==> config.mk <==
export PLATFORM = sky130hd
export DESIGN_NAME = skt_ctrl
export DESIGN_NICKNAME = d
export VERILOG_FILES = /design/src/skt_pkg.sv /design/src/skt_ctrl.sv
export SDC_FILE = /design/constraint.sdc
export NUM_CORES = 1
export LEC_CHECK = 0
export BUFFER_PORTS_ARGS = -buffer_cell sky130_fd_sc_hd__buf_2
export CORE_MARGIN = 10
export CORE_UTILIZATION = 47
export DETAILED_ROUTE_END_ITERATION = 8
export MAX_ROUTING_LAYER = met4
export PLACE_DENSITY = 0.88
export SYNTH_ARGS = -nofsm -noshare
export SYNTH_HDL_FRONTEND = slang
export SYNTH_SLANG_ARGS = --single-unit
==> constraint.sdc <==
create_clock -name clock -period 3.15 [get_ports clock]
set_clock_uncertainty 0.15 [all_clocks]
set_input_delay 0.4725 -clock clock [delete_from_list [all_inputs] [get_ports clock]]
set_output_delay 0.4725 -clock clock [all_outputs]
set_load 0.02 [all_outputs]
==> src/skt_pkg.sv <==
// Shared types and constants for the sorted key table.
// Operation and status codes, controller/datapath command and status structs.
// No dependencies.
package skt_pkg;

   localparam int DEPTH_DEF = 128;

   localparam int KEY_W   = 32;
   localparam int PAY_W   = 32;
   localparam int COUNT_W = 8;

   typedef enum logic [1:0] {
      OP_INSERT = 2'd0,
      OP_REMOVE = 2'd1,
      OP_LOOKUP = 2'd2,
      OP_NONE   = 2'd3
   } op_type;

   localparam logic [1:0] STAT_OK      = 2'd0;
   localparam logic [1:0] STAT_FULL    = 2'd1;
   localparam logic [1:0] STAT_EMPTY   = 2'd2;
   localparam logic [1:0] STAT_MISSING = 2'd3;

   typedef enum logic [1:0] {
      RD_IDX  = 2'd0,
      RD_PREV = 2'd1,
      RD_NEXT = 2'd2
   } rd_src_type;

   typedef struct packed {
      logic       load;
      logic       rd_en;
      rd_src_type rd_src;
      logic       idx_inc;
      logic       ptr_load;
      logic       ptr_step;
      logic       wr_shift;
      logic       wr_place;
      logic       take_found;
      logic       set_status;
      logic [1:0] status_code;
      logic       count_inc;
      logic       count_dec;
      logic       respond;
   } cmd_type;

   typedef struct packed {
      logic is_insert;
      logic is_remove;
      logic is_lookup;
      logic full;
      logic empty;
      logic idx_end;
      logic key_greater;
      logic key_equal;
      logic shift_done;
      logic out_free;
   } stat_type;

endpackage

==> src/skt_ctrl.sv <==
// Controller of the sorted key table: sequences decode, linear search,
// entry shift, record placement and result transfer.
// Depends on skt_pkg.
module skt_ctrl import skt_pkg::*; (
   input  logic     clock,
   input  logic     reset,
   input  logic     req_valid,
   output logic     req_stall,
   input  stat_type st,
   output cmd_type  cmd
);

   typedef enum logic [7:0] {
      S_IDLE     = 8'b0000_0001,
      S_DECIDE   = 8'b0000_0010,
      S_SRCH_RD  = 8'b0000_0100,
      S_SRCH_CMP = 8'b0000_1000,
      S_SHIFT_RD = 8'b0001_0000,
      S_SHIFT_WR = 8'b0010_0000,
      S_PLACE    = 8'b0100_0000,
      S_RESPOND  = 8'b1000_0000
   } state_type;

   state_type state_ff, state_in;

   always_comb begin
      cmd       = '0;
      state_in  = state_ff;
      req_stall = 1'b1;
      unique case (state_ff)
         S_IDLE: begin
            req_stall = 1'b0;
            if (req_valid) begin
               cmd.load = 1'b1;
               state_in = S_DECIDE;
            end
         end
         S_DECIDE: begin
            priority if (st.is_insert && st.full) begin
               cmd.set_status  = 1'b1;
               cmd.status_code = STAT_FULL;
               state_in        = S_RESPOND;
            end else if (st.is_remove && st.empty) begin
               cmd.set_status  = 1'b1;
               cmd.status_code = STAT_EMPTY;
               state_in        = S_RESPOND;
            end else if (!st.is_insert && !st.is_remove && !st.is_lookup) begin
               state_in = S_RESPOND;
            end else begin
               state_in = S_SRCH_RD;
            end
         end
         S_SRCH_RD: begin
            if (st.idx_end) begin
               if (st.is_insert) begin
                  cmd.ptr_load = 1'b1;
                  state_in     = S_SHIFT_RD;
               end else begin
                  cmd.set_status  = 1'b1;
                  cmd.status_code = STAT_MISSING;
                  state_in        = S_RESPOND;
               end
            end else begin
               cmd.rd_en  = 1'b1;
               cmd.rd_src = RD_IDX;
               state_in   = S_SRCH_CMP;
            end
         end
         S_SRCH_CMP: begin
            priority if (st.key_greater) begin
               cmd.idx_inc = 1'b1;
               state_in    = S_SRCH_RD;
            end else if (st.is_insert) begin
               cmd.ptr_load = 1'b1;
               state_in     = S_SHIFT_RD;
            end else if (st.key_equal) begin
               cmd.take_found = 1'b1;
               if (st.is_remove) begin
                  cmd.ptr_load = 1'b1;
                  state_in     = S_SHIFT_RD;
               end else begin
                  state_in = S_RESPOND;
               end
            end else begin
               cmd.set_status  = 1'b1;
               cmd.status_code = STAT_MISSING;
               state_in        = S_RESPOND;
            end
         end
         S_SHIFT_RD: begin
            if (st.shift_done) begin
               if (st.is_insert) begin
                  state_in = S_PLACE;
               end else begin
                  cmd.count_dec = 1'b1;
                  state_in      = S_RESPOND;
               end
            end else begin
               cmd.rd_en  = 1'b1;
               cmd.rd_src = st.is_insert ? RD_PREV : RD_NEXT;
               state_in   = S_SHIFT_WR;
            end
         end
         S_SHIFT_WR: begin
            cmd.wr_shift = 1'b1;
            cmd.ptr_step = 1'b1;
            state_in     = S_SHIFT_RD;
         end
         S_PLACE: begin
            cmd.wr_place  = 1'b1;
            cmd.count_inc = 1'b1;
            state_in      = S_RESPOND;
         end
         S_RESPOND: begin
            if (st.out_free) begin
               cmd.respond = 1'b1;
               state_in    = S_IDLE;
            end
         end
         default: begin
            state_in = S_IDLE;
         end
      endcase
   end

   always_ff @(posedge clock) begin
      if (reset) begin
         state_ff <= S_IDLE;
      end else begin
         state_ff <= state_in;
      end
   end

endmodule

### Yosys cells after proc, flatten, opt, wreduce, memory -nomap -nowiden

Index checks and enable logic that the tools add are counted.

* eq/ne operators: 10
* multiplexer cells: 47
* reduce and logical (&&, ||, !) cells: 8

Operator list (number)
* 8-bit 2-to-1 mux: 13
* 8-bit case mux with 8 select lines: 1
* 3-bit 2-to-1 mux: 7
* 1-bit 2-to-1 mux: 19
* 3-bit case mux with 3 select lines: 1
* 8-bit by 1-bit equality test with 1-bit output, second input constant: 1
* 8-bit by 2-bit equality test with 1-bit output, second input constant: 1
* 8-bit by 3-bit equality test with 1-bit output, second input constant: 1
* 8-bit by 4-bit equality test with 1-bit output, second input constant: 1
* 8-bit by 5-bit equality test with 1-bit output, second input constant: 1
* 8-bit by 6-bit equality test with 1-bit output, second input constant: 1
* 8-bit by 7-bit equality test with 1-bit output, second input constant: 1
* 8-bit equality test, second input constant: 1
* 4-bit 2-to-1 mux: 2
* 3-bit case mux with 2 select lines: 1
* 1-bit logical AND: 4
* 2-bit 2-to-1 mux: 2
* 2-bit inequality test, second input constant: 2
* 1-bit logical NOT: 3
* 1-bit case mux with 2 select lines: 1
* 2-bit AND reduction: 1

* register bits: 8
* input bits: 13
* output and inout bits: 17
* word-level logic and storage cells: 66

### Depth between registers and ports, before layout

Gate-level depths: netlist (run 1).

* depth after elaboration: 7
* mapped depth: 5
* depth with buffers taken out: 4

### Least setup slack after synthesis (run 1)

No wires, ideal clock.

* path kind: register to output
* start point: reg state_ff[1]
* end point: out cmd[6] (netlist bit)
* arrival: 1.552 ns
* required time: 2.527 ns
* path slack: 0.976 ns
* stages on the path, launching flop included: 4
* buffers on the path: 0
* cells stage by stage: dfxtp_1 nor4_4 nand4b_4 nor3b_1

RTL lines
* start, declared: RTL line skt_ctrl.sv:24 `state_type state_ff, state_in;`
* start signal, assigned: RTL line skt_ctrl.sv:130 `state_ff <= state_in;`
* end, declared: RTL line skt_ctrl.sv:10 `output cmd_type cmd`

==> results of run 1 <==
==> cells in the mapped netlist, types with 3 or more instances <==
| cell type | count | share of area |
|---|---|---|
| sky130_fd_sc_hd__nor3_1 | 3 | 0.024 |
| sky130_fd_sc_hd__nand3_1 | 3 | 0.024 |
| sky130_fd_sc_hd__nand2_1 | 5 | 0.030 |
| sky130_fd_sc_hd__dfxtp_1 | 8 | 0.25 |
| sky130_fd_sc_hd__nor2_1 | 11 | 0.066 |
| sky130_fd_sc_hd__o31a_1 | 3 | 0.042 |
| sky130_fd_sc_hd__nor2b_1 | 6 | 0.060 |
| sky130_fd_sc_hd__inv_1 | 3 | 0.018 |
| sky130_fd_sc_hd__o21ai_0 | 4 | 0.032 |
==> critical path: stages (launching register included) <==
cell and delay [ns]:
sky130_fd_sc_hd__dfxtp_1 0.36, sky130_fd_sc_hd__nor4_4 0.55, sky130_fd_sc_hd__nand4b_2 0.21, sky130_fd_sc_hd__or2_1 0.30
sky130_fd_sc_hd__o21ai_0 0.11, sky130_fd_sc_hd__buf_2 0.20
==> cell type report <==
type	instances	area, um2
Tap cell	15	18.8
Clock buffer	3	22.5
Multi-Input combinational cell	64	438
Fill cell	119	489
Sequential cell	8	160
Inverter	3	11.3
Timing Repair Buffer	29	145
==> layer usage <==
layer,routed length (um),GRT usage,vias up,part of all wire
li1,-,-,348,-
met3,135,0.0360,4,0.070
met1,771,0.136,338,0.40
met2,1010,0.212,36,0.52
met4,16,0.0275,0,0.0083
met5,0,-,-,0
==> power breakdown <==
group | total, mW | switching, mW | internal [mW] | leakage, nW
Clock | 0.0781 | 0.0345 | 0.0436 | 0.0138
Combinational | 0.0638 | 0.0380 | 0.0258 | 0.330
Sequential | 0.111 | 0.00634 | 0.105 | 0.0649
Total | 0.253 | 0.0788 | 0.174 | 0.409
==> per-stage QoR <==
step / cells / area [um2] / power (mW) / hold WS [ns]
after floorplan: 78 / 628 / 0.153 / 0.395
after global placement: 119 / 773 / 0.174 / 0.429
after detailed placement: 119 / 773 / 0.177 / 0.433
after CTS: 122 / 796 / 0.254 / 0.279
after global routing: 122 / 796 / 0.270 / 0.282
final: 122 / 796 / 0.253 / 0.282
==> cells by family (layout without fill, tap and decap cells) <==
| family | Yosys count | count (layout) |
|---|---|---|
| AOI/OAI and AO/OA | 17 | 17 |
| xor gates and xnor gates | 2 | 2 |
| DFF | 8 | 8 |
| buffers and inverters | 6 | 35 |
| and+or+nand+nor | 45 | 45 |
==> path summary, 6_finish.rpt <==
path,from,endpoint,slack (ns),depth (start not counted)
max,state_ff[1],cmd[14],0.55,5
min,st[4],state_ff[3],0.28,2
max reg2reg,state_ff[1],state_ff[7],1.38,4
min reg2reg,state_ff[4],state_ff[6],0.46,2
==> results by stage, run 1 <==
Global routing:
- In the global route stage, overall resource usage came out at 0.123.
- The initial antenna violation count is 0.
- The global-route wire length before repair is 3310 um.
- The via count of the first global-routing pass came to 759.
- Entering global routing, the biggest net connects 13 pins.
- For this run the aggregate overflow at the end of global routing stands at 0.

Placement:
- OpenSTA, run right after detailed placement, puts the worst setup slack at 0.833 ns.
- Summed over all nets, the half-perimeter wirelength after detailed placement is 1600 um.
- At the end of routability-driven placement, the weighted congestion stood at 0.900.
- Port buffering added 29 buffers.

STA:
- Setup total negative slack on the finished layout was measured at 0 ns.
- In this run the tightest slew margin relative to its limit is 0.649.
- The final-report hold violation count is 0.
- The slew at the pin closest to its max-slew limit is 0.523 ns.
- The routed design could run at a clock period as short as 2.60 ns.
- The number of max-slew violations in the final report is 0.
- Setup violations remaining at the end of the flow were counted as 0.
- Static timing analysis puts the maximum clock frequency at 384 MHz.
- The ratio of final minimum period to clock period is 0.826.
- Setup repair after global routing left no endpoint under its margin.
- Once routing completed, OpenROAD measured the worst setup slack at 0.547 ns.

Clocking:
- Post-CTS timing repair inserted 0 buffers for setup.
- TritonCTS built the clock tree.
- The number of hold buffers added after CTS was 0.
- The number of H-tree branching levels is 1.
- The post-CTS clock slew at the launch and capture registers of the worst setup and hold paths is 0.06 ns.
- The later pin in the worst-skew pair is clocked with a latency of 0.25 ns.
- No sink is reached through more buffers than the 2 on the longest clock path.
- The total number of clock tree sinks is 8.
- The total clock buffers created by CTS is 3.
- CTS placed an instance of sky130_fd_sc_hd__clkbuf_4 at the clock tree root.
- In this run, post-CTS repair resized a total of 0 instances.

Layout:
- The library cells used most frequently in the layout, excluding fill and tap cells, are sky130_fd_sc_hd__buf_2, sky130_fd_sc_hd__nor2_1, sky130_fd_sc_hd__dfxtp_1, sky130_fd_sc_hd__nor2b_1, sky130_fd_sc_hd__nand2_1.
- In the final layout, the registers with the most flip-flops are state_ff: 8 flops.
- The number of diodes added for antenna fixing is 0.
- Compared with the post-synthesis result, the final layout area differs by 26.7%.
- The library cell used most frequently in the layout, excluding fill and tap cells, is sky130_fd_sc_hd__buf_2.
- The register with the most flip-flops in the layout has 8 of them.
- Once layout is complete, the utilization of the core stands at 0.619.
- In the final layout, the share of cells above drive strength 1 is 0.374.
- The number of nets in the layout is 122.
- Ranked by flip-flop count, first place goes to state_ff.

Power and ir drop:
- The leakage power figure is 0.409 nW.
- In this run the power density over the cells is 318 nW/um2.
- VDD sags by at most 0.000317 V.

Detailed routing:
- Wires add up to 1930 um.
- In this run the remaining antenna-violating nets after routing total 0.
- The number of vias in the routed layout is 726.
- The count of unresolved DRC violations after routing is 0.
- The number of optimization iterations in the first detailed-route pass is 4.
- In this run, the number of DRC markers left after iteration 0 of detailed routing was 12.
- After detailed routing, the number of vias per cell comes to 5.95.
- The average wire length per cell after detail routing is 15.8 um.

Logic synthesis:
- The post-synth net total is 91.
- Of the total synthesized cell area, the portion taken by XOR and XNOR cells is 0.0279.
- The share of the Yosys chip area taken by registers is 0.255.
- The fraction of the mapped netlist area in adder cells is 0.
- The count of different cell masters after synthesis is 35.
- Each instance of the synthesized netlist takes up on average 8.05 um2.
- The synthesized netlist occupies a cell area of 628 um2.
- Measured against the total synthesized area, the mux share comes to 0.
- Of the total synthesized cell area, the portion taken by AND, OR, NAND and NOR gates is 0.476.
- The most used flip-flop cell after synthesis is sky130_fd_sc_hd__dfxtp_1.
- The post-synthesis cell count is 78.
- The Yosys warning count is 0.
- The share of the synthesized area in compound gates (AO/OA/AOI/OAI) was 0.193.
- The dominant combinational cell family by area after synthesis is simple AND/OR/NAND/NOR gates.
- The synthesized design contains 8 register bits.
- For this run, asynchronously set or reset flops after synthesis account for 0.
- The number of enable-type register cells in the synthesized netlist is 0.

Floorplanning:
- Row generation in the floorplan step produced 13 rows.
- The die width is 56.6 um.
- The I/O pin count is 30.
- The die is 56.6 um tall.
- The starting density of the core is 0.489.
- The core region is 1280 um2.
- The die covers 3200 um2.

Setup path:
- Along the worst path, the maximum fanout reaches 8.
- For the worst setup path, the data required time is 2.53 ns.
- The kind of capture point of the worst setup path is a primary output.
- The critical path is of the reg2out type.
- The data arrival time of the worst path is 1.98 ns.
- The nature of the critical path startpoint is a register.

Outcome:
- The flow ran to the end, and the final reports show no timing, DRC or antenna violations.

Hold path:
- In this run the worst hold path is classified as in2reg.

Flow run:
- Across the run, the number of max-cap violations was 0.
Note: power is estimated with default switching activity, not from simulation.
==> run 2, diff against run 1 <==
--- a/config.mk
+++ b/config.mk
@@ -7,10 +7,10 @@
 export LEC_CHECK = 0
 export BUFFER_PORTS_ARGS = -buffer_cell sky130_fd_sc_hd__buf_2
 export CORE_MARGIN = 10
-export CORE_UTILIZATION = 47
+export CORE_UTILIZATION = 40
 export DETAILED_ROUTE_END_ITERATION = 8
 export MAX_ROUTING_LAYER = met4
-export PLACE_DENSITY = 0.88
+export PLACE_DENSITY = 0.8
 export SYNTH_ARGS = -nofsm -noshare
 export SYNTH_HDL_FRONTEND = slang
 export SYNTH_SLANG_ARGS = --single-unit
==> constraint.sdc (replaced) <==
create_clock -name clock -period 2.2 [get_ports clock]
set_clock_uncertainty 0.15 [all_clocks]
set_input_delay 0.33 -clock clock [delete_from_list [all_inputs] [get_ports clock]]
set_output_delay 0.33 -clock clock [all_outputs]
set_load 0.02 [all_outputs]
==> run 2 against run 1 <==
Effect of this change:
- the run now ends with setup timing left
- critical path type unchanged
- global-route usage is essentially flat
- clock power grew 47%
- register-to-register slack lost 0.90 ns
- largest cell class unchanged
==> results by stage, run 2 (synthesis results as in run 1) <==
Floorplanning:
- The die covers 3560 um2.
- The core box area is 1490 um2.
- The row count is 14.
- The starting density of the core is 0.422.
- In this run the vertical extent of the chip is 59.6 um.
- The die width is 59.6 um.
- The I/O pin count is 30.

Global routing:
- The via count of the first global-routing pass came to 795.
- The largest net degree at the start of global routing is 13.
- The initial antenna violation count is 0.
- The global-route wire length before repair is 3460 um.
- The total overflow left after global routing is 0.
- The total global-route track usage is 0.124.

Power and ir drop:
- In this run the power density over the cells is 411 nW/um2.
- For this design the static power due to leakage is 0.483 nW.
- The maximum resistive drop on vdd is 0.000279 V.
- Summing internal, switching and leakage power gives 0.394 mW.

Layout:
- After the flow finishes, the layout carries non-filler instances totaling 132.
- The largest registers in the layout are state_ff: 8 flops.
- The number of antenna diodes in the final layout is 0.
- The register with the most flip-flops in the layout has 8 of them.
- The area growth from synthesis to layout is 52.4%.
- In the layout the commonest cells are sky130_fd_sc_hd__buf_2, sky130_fd_sc_hd__buf_4, sky130_fd_sc_hd__nor2_1, sky130_fd_sc_hd__nor2b_1, sky130_fd_sc_hd__dfxtp_1.
- The library cell used most frequently in the layout, excluding fill and tap cells, is sky130_fd_sc_hd__buf_2.
- The top register by number of flip-flops is state_ff.
- The share of final-layout standard cells stronger than drive strength 1 is 0.509.
- The finished cells cover 957 um2.
- After the last flow step, the layout net total stands at 131.

STA:
- The smallest setup slack after layout is -0.000589 ns.
- The ratio of final minimum period to clock period is 1.00.
- The hold slack is 0.144 ns.
- For this run, the top clock speed supported by timing is 454 MHz.
- The total negative slack is -0.000589 ns.
- The final-report hold violation count is 0.
- In this run the tightest slew margin relative to its limit is 0.782.
- The clock period minus final worst setup slack is 2.20 ns.
- The number of max-slew violations in the final report came to 0.
- The setup-violating endpoint count in the final report is 1.
- For the pin with the worst max-slew slack, the measured transition is 0.326 ns.
- Setup repair after global routing could not meet its margin everywhere.

Detailed routing:
- The first detailed-routing pass ran for 4 iterations.
- The number of vias in the routed layout is 746.
- The iteration-0 DRC count of the detailed router is 19.
- The via density per instance is 5.65.
- The average wire length per cell after detail routing is 15.8 um.
- The count of nets left with antenna violations after detail routing is 0.
- The total routed wirelength is 2090 um.
- After detailed routing, the number of remaining DRC violations is 0.

Clocking:
- The clock reaches the later pin of the worst-skew pair after 0.26 ns.
- Buffers inserted to repair hold after CTS numbered 0.
- TritonCTS built the clock tree.
- The total number of clock tree sinks is 8.
- The post-CTS clock slew at the launch and capture registers of the worst setup and hold paths is 0.06 ns.
- The root buffer cell is sky130_fd_sc_hd__clkbuf_4.
- The total clock buffers created by CTS is 3.
- The clock passes through at most 2 buffers.
- The number of H-tree branching levels is 1.

Placement:
- The placement-stage cell area is 790 um2.
- Buffers placed on the I/O ports in this run total 29.
- The final weighted congestion of routability-driven global placement is 0.862.
- The post-placement cell count is 122.
- The wire-length estimate of the detail-placed layout is 1560 um.

Hold path:
- The worst hold path belongs to the class in2reg.

Setup path:
- The kind of critical path is reg2out.
- The kind of capture point of the worst setup path is a primary output.
- The nature of the critical path startpoint is a register.
- The largest fanout on the critical path is 5.
- The required arrival time at the worst endpoint is 1.72 ns.
- At the worst endpoint, the arrival time is 1.72 ns.

Outcome:
- The final reports fail on setup timing.
- The run finished, with violations left.

Flow run:
- The number of maximum-capacitance violations is 0.
-- run 2: cell count changes in the layout (fill, tap and decap cells not counted), moves of 2 or more --
cell                      delta
sky130_fd_sc_hd__buf_2       -8
sky130_fd_sc_hd__buf_4      +12
sky130_fd_sc_hd__buf_6       +5
sky130_fd_sc_hd__dfxtp_1     -2
sky130_fd_sc_hd__nor2_1      -3
sky130_fd_sc_hd__nor2_4      +2
-- run 2: critical path, cell delays in order (launching register included) --
cell and delay [ns]:
sky130_fd_sc_hd__dfxtp_4 0.35, sky130_fd_sc_hd__nor4_4 0.27, sky130_fd_sc_hd__buf_6 0.16, sky130_fd_sc_hd__nand4b_4 0.10
sky130_fd_sc_hd__or3_4 0.35, sky130_fd_sc_hd__o211ai_2 0.09, sky130_fd_sc_hd__buf_6 0.14
-- run 2: area by class of cell --
| class | instances | area [um2] |
|---|---|---|
| Tap cell | 16 | 20.0 |
| Inverter | 3 | 11.3 |
| Timing Repair Buffer | 38 | 251 |
| Sequential cell | 8 | 165 |
| Clock buffer | 3 | 22.5 |
| Multi-Input combinational cell | 64 | 487 |
| Fill cell | 140 | 532 |
-- run 2: worst paths after layout --
kind                     from     endpoint  slack (ns)  cells after the start
setup reg to reg  state_ff[4]  state_ff[7]        0.48                      5
hold reg to reg   state_ff[4]  state_ff[6]        0.57                      3
setup / recovery  state_ff[0]       cmd[3]     -0.0006                      6
hold / removal          st[4]  state_ff[3]        0.14                      2
-- run 2: timing repair --
item,4_1_cts,5_1_grt
pin swaps,1,3
endpoints found under the setup margin,10,8
resized for setup,9,19
setup buffers,4,3
-- run 2: stage by stage --
stage / util / setup slack (ns)
2_1_floorplan: - / 0.168
3_3_place_gp: 0.530 / 0.125
3_5_place_dp: 0.530 / 0.0531
4_1_cts: 0.587 / 0.000825
5_1_grt: 0.643 / -0.0627
6_report: 0.643 / -0.000589
-- run 2: report_power, final --
part	internal, mW	switching (mW)
clock network	0.0626	0.0520
logic	0.0571	0.0635
registers	0.151	0.00705
-- run 2: metal layers --
| layer | part of all wire | vias to the layer above | routed length (um) | GRT usage |
|---|---|---|---|---|
| met5 | 0 | - | 0 | - |
| met4 | 0.018 | 0 | 38 | 0.0673 |
| met3 | 0.068 | 6 | 142 | 0.0408 |
| met2 | 0.50 | 29 | 1050 | 0.199 |
| met1 | 0.41 | 347 | 859 | 0.130 |
| li1 | - | 364 | - | - |
